### src/hdl/iaf_pkg.sv
// Shared types, constants and helpers of the integer to ASCII formatter.
// No dependencies; every other file takes names from here by scoped reference.
`default_nettype none
package iaf_pkg;

  localparam int unsigned MAX_DIGITS = 20;
  localparam int unsigned VALUE_W    = 64;
  localparam int unsigned DIGIT_W    = MAX_DIGITS * 4;
  localparam int unsigned PTR_W      = $clog2(MAX_DIGITS);
  localparam int unsigned STEP_W     = $clog2(VALUE_W);
  localparam int unsigned CHAR_W     = 7;

  // queue between front and back; depth must be a power of two
  localparam int unsigned QUEUE_DEPTH = 2;
  localparam int unsigned QPTR_W      = $clog2(QUEUE_DEPTH);

  localparam logic [1:0] MODE_UDEC = 2'd0;
  localparam logic [1:0] MODE_SDEC = 2'd1;
  localparam logic [1:0] MODE_HEXL = 2'd2;
  localparam logic [1:0] MODE_HEXU = 2'd3;

  localparam logic [CHAR_W-1:0] CHAR_ZERO    = 7'h30;
  localparam logic [CHAR_W-1:0] CHAR_MINUS   = 7'h2d;
  localparam logic [CHAR_W-1:0] CHAR_A_LOWER = 7'h61;
  localparam logic [CHAR_W-1:0] CHAR_A_UPPER = 7'h41;

  typedef struct packed {
    logic [VALUE_W-1:0] mag;
    logic               neg;
    logic               hex;
    logic               upper;
  } item_t;

  function automatic logic [CHAR_W-1:0] digit_char(input logic [3:0] d, input logic upper);
    logic [CHAR_W-1:0] dx;
    dx = {3'b000, d};
    if (d < 4'd10) begin
      return CHAR_ZERO + dx;
    end else if (upper) begin
      return CHAR_A_UPPER + dx - 7'd10;
    end else begin
      return CHAR_A_LOWER + dx - 7'd10;
    end
  endfunction

endpackage
`default_nettype wire

### src/hdl/iaf_front.sv
// Front end: accepts an item, applies the sign rule and registers the
// classified item for the queue. Depends on iaf_pkg.
`default_nettype none
module iaf_front (
  input  wire logic                         clk_i,
  input  wire logic                         rst_ni,
  input  wire logic                         in_valid_i,
  output logic                              in_ready_o,
  input  wire logic [iaf_pkg::VALUE_W-1:0]  value_i,
  input  wire logic [1:0]                   mode_i,
  output logic                              out_valid_o,
  input  wire logic                         out_ready_i,
  output iaf_pkg::item_t                    out_item_o
);

  logic           valid_q, valid_d;
  iaf_pkg::item_t item_q, item_d;
  logic           neg;

  assign in_ready_o  = !valid_q || out_ready_i;
  assign out_valid_o = valid_q;
  assign out_item_o  = item_q;

  always_comb begin
    neg           = (mode_i == iaf_pkg::MODE_SDEC) && value_i[iaf_pkg::VALUE_W-1];
    item_d.neg    = neg;
    // most negative value wraps to itself, which is its correct magnitude
    item_d.mag    = neg ? (~value_i + 1'b1) : value_i;
    item_d.hex    = (mode_i == iaf_pkg::MODE_HEXL) || (mode_i == iaf_pkg::MODE_HEXU);
    item_d.upper  = (mode_i == iaf_pkg::MODE_HEXU);
    valid_d       = valid_q;
    if (out_ready_i) begin
      valid_d = 1'b0;
    end
    if (in_valid_i && in_ready_o) begin
      valid_d = 1'b1;
    end
  end

  always_ff @(posedge clk_i or negedge rst_ni) begin
    if (!rst_ni) begin
      valid_q <= 1'b0;
    end else begin
      valid_q <= valid_d;
    end
  end

  always_ff @(posedge clk_i) begin
    if (in_valid_i && in_ready_o) begin
      item_q <= item_d;
    end
  end

endmodule
`default_nettype wire

### src/hdl/iaf_queue.sv
// Short queue of classified items between the front end and the converter.
// Depends on iaf_pkg.
`default_nettype none
module iaf_queue (
  input  wire logic           clk_i,
  input  wire logic           rst_ni,
  input  wire logic           push_valid_i,
  output logic                push_ready_o,
  input  wire iaf_pkg::item_t push_item_i,
  output logic                pop_valid_o,
  input  wire logic           pop_ready_i,
  output iaf_pkg::item_t      pop_item_o
);

  iaf_pkg::item_t              mem_q [iaf_pkg::QUEUE_DEPTH];
  logic [iaf_pkg::QPTR_W-1:0]  wptr_q, wptr_d;
  logic [iaf_pkg::QPTR_W-1:0]  rptr_q, rptr_d;
  logic [iaf_pkg::QPTR_W:0]    count_q, count_d;
  logic                        push, pop;

  // full exactly when the count reaches the power-of-two depth
  assign push_ready_o = (count_q[iaf_pkg::QPTR_W] == 1'b0);
  assign pop_valid_o  = (count_q != '0);
  assign pop_item_o   = mem_q[rptr_q];
  assign push         = push_valid_i && push_ready_o;
  assign pop          = pop_valid_o && pop_ready_i;

  always_comb begin
    wptr_d  = push ? wptr_q + 1'b1 : wptr_q;
    rptr_d  = pop ? rptr_q + 1'b1 : rptr_q;
    count_d = count_q;
    if (push && !pop) begin
      count_d = count_q + 1'b1;
    end else if (pop && !push) begin
      count_d = count_q - 1'b1;
    end
  end

  always_ff @(posedge clk_i or negedge rst_ni) begin
    if (!rst_ni) begin
      wptr_q  <= '0;
      rptr_q  <= '0;
      count_q <= '0;
    end else begin
      wptr_q  <= wptr_d;
      rptr_q  <= rptr_d;
      count_q <= count_d;
    end
  end

  always_ff @(posedge clk_i) begin
    if (push) begin
      mem_q[wptr_q] <= push_item_i;
    end
  end

endmodule
`default_nettype wire

### src/hdl/iaf_back.sv
// Back end: bit-serial binary to BCD conversion (shift and add-3), leading
// zero skip and character emission. Depends on iaf_pkg.
`default_nettype none
module iaf_back (
  input  wire logic                        clk_i,
  input  wire logic                        rst_ni,
  input  wire logic                        in_valid_i,
  output logic                             in_ready_o,
  input  wire iaf_pkg::item_t              in_item_i,
  output logic                             out_valid_o,
  input  wire logic                        out_ready_i,
  output logic [iaf_pkg::CHAR_W-1:0]       out_char_o,
  output logic                             out_last_o
);

  localparam logic [2:0] S_IDLE  = 3'd0;
  localparam logic [2:0] S_CONV  = 3'd1;
  localparam logic [2:0] S_SKIP  = 3'd2;
  localparam logic [2:0] S_SIGN  = 3'd3;
  localparam logic [2:0] S_DIGIT = 3'd4;

  logic [2:0]                   state_q, state_d;
  logic [iaf_pkg::VALUE_W-1:0]  bin_q, bin_d;
  logic [iaf_pkg::DIGIT_W-1:0]  digits_q, digits_d;
  logic [iaf_pkg::DIGIT_W-1:0]  adj;
  logic [iaf_pkg::STEP_W-1:0]   step_q, step_d;
  logic [iaf_pkg::PTR_W-1:0]    ptr_q, ptr_d;
  logic                         neg_q, neg_d;
  logic                         upper_q, upper_d;
  logic                         ovf_q, ovf_d;
  logic [3:0]                   cur_digit;
  logic [3:0]                   nib;

  assign cur_digit  = digits_q[{ptr_q, 2'b00} +: 4];
  assign in_ready_o = (state_q == S_IDLE);

  always_comb begin
    out_valid_o = 1'b0;
    out_char_o  = iaf_pkg::CHAR_MINUS;
    out_last_o  = 1'b0;
    unique case (state_q)
      S_SIGN: begin
        out_valid_o = 1'b1;
      end
      S_DIGIT: begin
        out_valid_o = 1'b1;
        out_char_o  = iaf_pkg::digit_char(cur_digit, upper_q);
        out_last_o  = (ptr_q == '0);
      end
      default: begin
      end
    endcase
  end

  // add 3 to every BCD digit of five or more before the next shift
  always_comb begin
    for (int i = 0; i < int'(iaf_pkg::MAX_DIGITS); i++) begin
      nib = digits_q[i*4 +: 4];
      adj[i*4 +: 4] = (nib >= 4'd5) ? nib + 4'd3 : nib;
    end
  end

  always_comb begin
    state_d  = state_q;
    bin_d    = bin_q;
    digits_d = digits_q;
    step_d   = step_q;
    ptr_d    = ptr_q;
    neg_d    = neg_q;
    upper_d  = upper_q;
    ovf_d    = ovf_q;
    unique case (state_q)
      S_IDLE: begin
        if (in_valid_i) begin
          neg_d   = in_item_i.neg;
          upper_d = in_item_i.upper;
          ovf_d   = 1'b0;
          step_d  = '0;
          ptr_d   = iaf_pkg::PTR_W'(iaf_pkg::MAX_DIGITS - 1);
          bin_d   = in_item_i.mag;
          if (in_item_i.hex) begin
            digits_d = iaf_pkg::DIGIT_W'(in_item_i.mag);
            state_d  = S_SKIP;
          end else begin
            digits_d = '0;
            state_d  = S_CONV;
          end
        end
      end
      S_CONV: begin
        digits_d = {adj[iaf_pkg::DIGIT_W-2:0], bin_q[iaf_pkg::VALUE_W-1]};
        // a carry out of the top digit means high digits were dropped
        ovf_d    = ovf_q | adj[iaf_pkg::DIGIT_W-1];
        bin_d    = {bin_q[iaf_pkg::VALUE_W-2:0], 1'b0};
        step_d   = step_q + 1'b1;
        if (step_q == iaf_pkg::STEP_W'(iaf_pkg::VALUE_W - 1)) begin
          state_d = S_SKIP;
        end
      end
      S_SKIP: begin
        if ((ptr_q != '0) && (cur_digit == 4'd0) && !ovf_q) begin
          ptr_d = ptr_q - 1'b1;
        end else begin
          state_d = neg_q ? S_SIGN : S_DIGIT;
        end
      end
      S_SIGN: begin
        if (out_ready_i) begin
          state_d = S_DIGIT;
        end
      end
      S_DIGIT: begin
        if (out_ready_i) begin
          if (ptr_q == '0) begin
            state_d = S_IDLE;
          end else begin
            ptr_d = ptr_q - 1'b1;
          end
        end
      end
      default: begin
        state_d = S_IDLE;
      end
    endcase
  end

  always_ff @(posedge clk_i or negedge rst_ni) begin
    if (!rst_ni) begin
      state_q <= S_IDLE;
      step_q  <= '0;
      ptr_q   <= '0;
      neg_q   <= 1'b0;
      ovf_q   <= 1'b0;
    end else begin
      state_q <= state_d;
      step_q  <= step_d;
      ptr_q   <= ptr_d;
      neg_q   <= neg_d;
      ovf_q   <= ovf_d;
    end
  end

  always_ff @(posedge clk_i) begin
    bin_q    <= bin_d;
    digits_q <= digits_d;
    upper_q  <= upper_d;
  end

endmodule
`default_nettype wire

### src/hdl/integer_to_ascii_formatter.sv
// Top level of the integer to ASCII formatter: front end, item queue and
// converter/emitter. Depends on iaf_pkg, iaf_front, iaf_queue and iaf_back.
//
// Formats a 64-bit value as ASCII text, one character per output item, most
// significant digit first, with tlast on the final character. tuser selects
// unsigned decimal, signed decimal, lowercase hex or uppercase hex. Signed
// negative values get a leading minus sign; zero gives the single character
// 0; leading zeros are suppressed. The converter handles one number at a
// time: a decimal number is loaded, converted by shift-and-add-3 over all
// 64 value bits and stripped of leading zero digits, then its characters
// are emitted, each held until accepted; a hex number skips the conversion.
// The front end and a two-entry queue keep accepting numbers while the
// converter is busy, until both are full.
`default_nettype none
module integer_to_ascii_formatter (
  input  wire logic        clk_i,
  input  wire logic        rst_ni,
  input  wire logic        s_axis_tvalid_i,
  output logic             s_axis_tready_o,
  input  wire logic [63:0] s_axis_tdata_i,   // [63:0] value
  input  wire logic [1:0]  s_axis_tuser_i,   // [1:0] mode
  output logic             m_axis_tvalid_o,
  input  wire logic        m_axis_tready_i,
  output logic [7:0]       m_axis_tdata_o,   // [6:0] char_code, [7] zero
  output logic             m_axis_tlast_o    // last
);

  iaf_pkg::item_t             front_item, queue_item;
  logic                       front_valid, queue_ready;
  logic                       queue_valid, back_ready;
  logic [iaf_pkg::CHAR_W-1:0] out_char;

  iaf_front u_front (
    .clk_i       (clk_i),
    .rst_ni      (rst_ni),
    .in_valid_i  (s_axis_tvalid_i),
    .in_ready_o  (s_axis_tready_o),
    .value_i     (s_axis_tdata_i),
    .mode_i      (s_axis_tuser_i),
    .out_valid_o (front_valid),
    .out_ready_i (queue_ready),
    .out_item_o  (front_item)
  );

  iaf_queue u_queue (
    .clk_i        (clk_i),
    .rst_ni       (rst_ni),
    .push_valid_i (front_valid),
    .push_ready_o (queue_ready),
    .push_item_i  (front_item),
    .pop_valid_o  (queue_valid),
    .pop_ready_i  (back_ready),
    .pop_item_o   (queue_item)
  );

  iaf_back u_back (
    .clk_i       (clk_i),
    .rst_ni      (rst_ni),
    .in_valid_i  (queue_valid),
    .in_ready_o  (back_ready),
    .in_item_i   (queue_item),
    .out_valid_o (m_axis_tvalid_o),
    .out_ready_i (m_axis_tready_i),
    .out_char_o  (out_char),
    .out_last_o  (m_axis_tlast_o)
  );

  assign m_axis_tdata_o = {1'b0, out_char};

endmodule
`default_nettype wire
### config.mk
export PLATFORM = sky130hd
export DESIGN_NAME = integer_to_ascii_formatter
export DESIGN_NICKNAME = d
export VERILOG_FILES = /design/src/hdl/iaf_pkg.sv /design/src/hdl/iaf_front.sv /design/src/hdl/iaf_queue.sv /design/src/hdl/iaf_back.sv /design/src/hdl/integer_to_ascii_formatter.sv
export SDC_FILE = /design/constraint.sdc
export NUM_CORES = 1
export LEC_CHECK = 0
export ABC_AREA = 1
export BUFFER_PORTS_ARGS = -buffer_cell sky130_fd_sc_hd__buf_2
export CAP_MARGIN = 20
export CORE_ASPECT_RATIO = 0.5
export CORE_MARGIN = 3
export CORE_UTILIZATION = 55
export CTS_CLUSTER_DIAMETER = 80
export CTS_CLUSTER_SIZE = 20
export DETAILED_ROUTE_END_ITERATION = 16
export PLACE_DENSITY = 0.72
export SLEW_MARGIN = 30
export SYNTH_ARGS = -nofsm -noshare
export SYNTH_HDL_FRONTEND = slang
export SYNTH_SLANG_ARGS = --single-unit
### constraint.sdc
create_clock -name clk_i -period 10.16 [get_ports clk_i]
set_clock_uncertainty 0.1 [all_clocks]
set_input_delay 2.032 -clock clk_i [delete_from_list [all_inputs] [get_ports clk_i]]
set_output_delay 2.032 -clock clk_i [all_outputs]
set_load 0.05 [all_outputs]
### Word-level counts from Yosys, hierarchy flattened

Memories as Yosys holds them, arrays and structs flattened.
Cells that the tools add are included.

* register bits after elaboration: 233
* bits in latches: 0
* RAM bits: 134
* memory bits (read-only): 0
* input port bits: 70
* logic and storage cells: 173
* memories: 1

Memories
* u_queue.mem_q: words 2, bits a word 67, rd ports 1, clocked after Yosys merged registers in 0, wr ports 1, line iaf_queue.sv:15 `iaf_pkg::item_t mem_q [iaf_pkg::QUEUE_DEPTH];`

* $add $sub $neg: 32
* multiply operators: 0
* div/mod/pow operators: 0
* $lt $le $gt $ge: 21
* eq/ne operators: 17
* shift operators: 1
* mux-type cells: 55
* bitwise gates (word level): 3
* reductions and logical operators: 27

Operators by type and width (count)
* 2-to-1 mux 64 bit: 3
* case mux 80 bit (2 select lines): 1
* case mux 64 bit (2 select lines): 1
* adder 4 x 2 -> 4 bit, second input constant: 20
* >= comparator 4 x 3 -> 1 bit, second input constant: 20
* 2-to-1 mux 4 bit: 20
* 2-to-1 mux 80 bit: 1
* variable part select 80 x 8 -> 4 bit: 1
* adder 64 x 1 -> 64 bit, second input constant: 1
* NOT 64 bit: 1
* 2-to-1 mux 3 bit: 7
* 2-to-1 mux 7 bit: 3
* 2-to-1 mux 5 bit: 4
* case mux 3 bit (5 select lines): 1
* case mux 5 bit (3 select lines): 1
* subtractor 7 x 4 -> 7 bit, second input constant: 2
* case mux 6 bit (2 select lines): 1
* inequality test 2 bit, second input constant: 5
* logical AND 1 bit: 8
* inequality test 2 x 1 -> 1 bit, second input constant: 4
* adder 6 x 4 -> 7 bit, first input constant: 1
* adder 6 x 5 -> 7 bit, first input constant: 1
* adder 7 x 4 -> 7 bit, first input constant: 1
* 2-to-1 mux 1 bit: 7
* 29 further kinds: 41

### Longest topological paths before layout

* depth after elaboration: 6
* depth in mapped cells: 19
* mapped depth without buffers: 18

### Cells and area by module

A second synthesis with hierarchy kept.

* cell total of the unflattened synthesis: 2098
* area, all modules: 19182.1 sq um

Modules (own cells, without submodules)
* iaf_back: instances 1, cells each 1154, area each 9618.0 sq um
* iaf_queue: instances 1, cells each 378, area each 5097.4 sq um
* iaf_front: instances 1, cells each 564, area each 4455.5 sq um
* integer_to_ascii_formatter: instances 1, cells each 2, area each 11.3 sq um

### Worst setup path after synthesis

No wires, ideal clock.

* path kind: input-to-reg
* start point: input port s_axis_tvalid_i
* end point: register u_front.item_q (netlist bit u_front.out_item_o[0]) (enable)
* setup time: 0.514 ns
* data arrival time: 5.324 ns
* data required time: 9.546 ns
* slack: 4.222 ns
* stages: 2
* path buffers: 0
* cells stage by stage: inv_1 -> a21oi_1

* longest elaborated chain between the ends: 1

Ends and longest elaborated chain
* from (decl): line integer_to_ascii_formatter.sv:18 `input wire logic s_axis_tvalid_i,`
* logical AND 1 bit: line iaf_front.sv:49 `if (in_valid_i && in_ready_o) begin`
* to (signal assigned): line iaf_front.sv:50 `item_q <= item_d;`
* to (decl): line iaf_front.sv:17 `iaf_pkg::item_t item_q, item_d;`

Every way passes these cells.
A chain may end at the register's enable or synchronous reset.

### Worst setup path after layout

* start point: register u_back.ptr_q[1] (netlist name)
* end point: output port m_axis_tdata_o[6]

* longest elaborated chain between the ends: 6

Ends and longest elaborated chain
* from (decl): line iaf_back.sv:27 `logic [iaf_pkg::PTR_W-1:0] ptr_q, ptr_d;`
* from (signal assigned): line iaf_back.sv:137 `ptr_q <= ptr_d;`
* variable part select 80 x 8 -> 4 bit *: line iaf_back.sv:34 `assign cur_digit = digits_q[{ptr_q, 2'b00} +: 4];`
* adder 7 x 4 -> 7 bit / adder 6 x 5 -> 7 bit (equally long branches): line iaf_pkg.sv:40, iaf_pkg.sv:42
* subtractor 7 x 4 -> 7 bit (on tied branches): line iaf_pkg.sv:40, iaf_pkg.sv:42
* 2-to-1 mux 7 bit: line iaf_pkg.sv:39 `end else if (upper) begin`
* 2-to-1 mux 7 bit *: line iaf_pkg.sv:37 `if (d < 4'd10) begin`
* 2-to-1 mux 7 bit *: line iaf_back.sv:41 `unique case (state_q)`
* to (decl): line integer_to_ascii_formatter.sv:24 `output logic [7:0] m_axis_tdata_o,`

Every way passes the cells marked *; elsewhere a longest branch is shown, timed or not.

==> results.json <==
{
  "finalNonFillerCells": 2474,
  "power_mw": 6.344,
  "n_antenna_cell": 0,
  "cpMaxStageDelayCell": "dfrtp_1",
  "dpl.cell_count": 2442,
  "path_clk_slew_ns": 0.09,
  "yosys.area.top_type": "edfxtp_1",
  "grt_max_degree": 84,
  "grt_pass1_wl_mm": 67.01,
  "yosys-top-cells-count": "617 x nand2_1, 346 x edfxtp_1, 195 x inv_1, 151 x o21ai_0, 123 x nor2_1",
  "power.internal_mw": 3.672,
  "ys_async_sr_fraction": 0.05722,
  "crit_chain": "inv_2, o211ai_1, nand3_1, nand3_1, nand2_1, a21boi_4, ha_1, nand2_1, a21boi_0, nor2_1, buf_2",
  "syn_avg_cell_area_um2": 9.488,
  "holdCritPathClass": "flop to flop",
  "r2r_cells": 6,
  "slew_violations": 0,
  "synth_flop_cell": "edfxtp_1",
  "sequentialPowerShare": 0.445,
  "port_buffers": 79,
  "hpwl_mm": 30.31,
  "synth_most_common_cell": "nand2_1",
  "fp.dieH_um": 136.5,
  "rsz0062_at_grt": "false",
  "drt-vias-per-instance": 5.429,
  "remaining_drc_errors": 0,
  "area_growth_syn_to_layout_pct": 7.712,
  "ctsResizeCount": 0,
  "gp_congestion": 0.9189,
  "synth_top_area_frac": 0.5545,
  "antenna_found_initial": 0,
  "arrival_ns": 3.35,
  "min_period_ns": 5.483,
  "clkPwrFrac": 0.139,
  "wire_per_inst_um": 17.29,
  "die_area_um2": 36450,
  "tns_ns": 0,
  "hold_depth": 0,
  "antenna_left": 0,
  "drive_gt1_frac": 0.08706,
  "post-cts-setup-buffers": 0,
  "htreeDepth": 1,
  "max_stage_delay_ns": 0.88,
  "dr_total_vias": 13431,
  "drtPass1Iterations": 7,
  "setup_viol": 0,
  "critPathMaxFanout": 24,
  "die_w_um": 267.0,
  "maxCapViolations": 0,
  "ctsHoldBuffers": 0,
  "cts_root_buffer": "clkbuf_16",
  "required_ns": 8.03,
  "leakagePower_nw": 8.404,
  "clock_path_buffers": 3,
  "coreArea_um2": 33280,
  "grtUsageTotal": 0.2354,
  "syn_nets": 2092,
  "synth_edf_count": 346,
  "layout.nets": 2144,
  "power_density_nw_per_um2": 314.3,
  "start_util": 0.5630,
  "worstSetupPathType": "flop to output pin",
  "synth-seq-cells": 367,
  "grt_overflow": 0,
  "yosysSeqAreaShare": 0.5825,
  "switchingPower_mw": 2.672,
  "finalHoldViolCount": 0,
  "rows": 47,
  "cp-end-kind": "output pin",
  "fmax_mhz": 182.4,
  "clock_latency_ns": 0.56,
  "drtIter0Drc": 1567,
  "tightest_slew_ns": 0.9189,
  "peakVddDrop_mv": 0.2032,
  "grt_pass1_vias": 12249,
  "synth_cells": 1975,
  "synthDistinctLibCells": 51,
  "switching_share": 0.4212,
  "max-slew-margin-rel": 0.3874,
  "power_frac_comb": 0.416,
  "synth_warnings": 0,
  "worstSetupStartpointType": "flop",
  "cts_buffers": 22,
  "syn-cell-area_um2": 18740,
  "status": "finished, final reports clean",
  "cts_tree": "built",
  "ios": 81,
  "finalWirelength_mm": 42.78,
  "clock-sinks": 367,
  "yosys-top-cells-area": "edfxtp_1 55%, nand2_1 12%, o21ai_0 4.0%",
  "fin_crit_sh": 0.5397
}
## per-layer routing
metal / track usage / routed length [um]
met1: 0.3954 / 21700
met2: 0.3248 / 17420
met3: 0.03341 / 3002
met4: 0.03678 / 657
met5: 0 / 0
## layout make-up
type,instances,area [um2]
Sequential cell,367,10920
Timing Repair Buffer,96,568.0
Clock inverter,3,47.55
Multi-Input combinational cell,1333,6750
Inverter,207,779.5
Clock buffer,27,569.3
Fill cell,2799,13100
Tap cell,441,551.8
## power groups by stage
stage	sequential [mW]	clock, mW	combinational (mW)
final	2.82	0.882	2.64
after global routing	2.88	0.950	3.00
after CTS	2.82	0.897	2.61
after detailed placement	2.85	0	2.59
after global placement	2.84	0	2.53
after floorplan	2.82	0	1.93
## worst max-delay path: cells and delay by family, from the launching register on
kind                     cells  cell delay (ns)
flip-flops                   1             0.88
AO/OA/AOI/OAI                3             0.62
adder cells (fa/ha/maj)      1             0.19
AND/OR/NAND/NOR              5             0.50
buffers and inverters        2             0.57
## final timing paths
path                                   startpoint                   end  slack [ns]
setup / recovery                  u_back.ptr_q[1]     m_axis_tdata_o[6]        4.68
hold / removal             u_front.out_item_o[16]  u_queue.mem_q[1][16]        0.34
setup reg to reg                u_back.state_q[1]      u_back.bin_q[21]        6.65
hold reg to reg            u_front.out_item_o[16]  u_queue.mem_q[1][16]        0.34
max in group asynchronous                  rst_ni        u_queue.rptr_q        8.27
min in group asynchronous                  rst_ni          u_back.ovf_q        1.32
## through the flow
stage	hold WS (ns)	util	area [um2]	worst slack, ns
after floorplan	0.3215	-	18740	4.222
after global placement	0.3229	0.5858	19500	5.388
after detailed placement	0.3290	0.5864	19520	5.301
after CTS	0.3436	0.6050	20140	4.664
after global routing	0.3551	0.6064	20180	4.278
final	0.3398	0.6064	20180	4.677
## cell usage in the layout, fill, tap and decap left out, types with 5 or more instances in the layout
| master | Yosys | final |
|---|---|---|
| a21oi_1 | 66 | 65 |
| and2_1 | 7 | 7 |
| buf_2 | 17 | 79 |
| buf_4 | 4 | 14 |
| clkbuf_1 | 34 | 5 |
| clkbuf_16 | 0 | 22 |
| dfrtp_1 | 21 | 20 |
| edfxtp_1 | 346 | 346 |
| ha_1 | 47 | 47 |
| inv_1 | 195 | 194 |
| inv_2 | 10 | 11 |
| nand2_1 | 617 | 616 |
| nand3_1 | 93 | 93 |
| nand4_1 | 19 | 19 |
| nor2_1 | 123 | 121 |
| nor2_2 | 7 | 7 |
| nor3_1 | 18 | 18 |
| nor4_1 | 7 | 7 |
| o211ai_1 | 15 | 15 |
| o21ai_0 | 151 | 150 |
| o21ai_1 | 14 | 14 |
| o22ai_1 | 10 | 10 |
| o31ai_1 | 5 | 5 |
| o32ai_1 | 8 | 8 |
| or2_2 | 12 | 12 |
| xnor2_1 | 17 | 17 |
| xor2_1 | 65 | 65 |
## state kept, by name (all words and copies together), names as in the netlist, 2 cells and up
register            cells
u_back.state_q          3
u_back.digits_q        80
u_queue.count_q         2
u_front.out_item_o     67
u_queue.mem_q         134
u_back.ptr_q            5
u_back.step_q           6
u_back.bin_q           64
## kinds of logic after synthesis
kind of cell,Yosys count,share of synthesized area
DFF,367,0.5825
other,1,0.0002001
AOI/OAI and AO/OA,286,0.08607
adders and majority gates,47,0.03138
buffers and inverters,275,0.05996
and+or+nand+nor,917,0.2015
xor gates and xnor gates,82,0.03833
No activity file was read; power rests on OpenSTA's default activity.
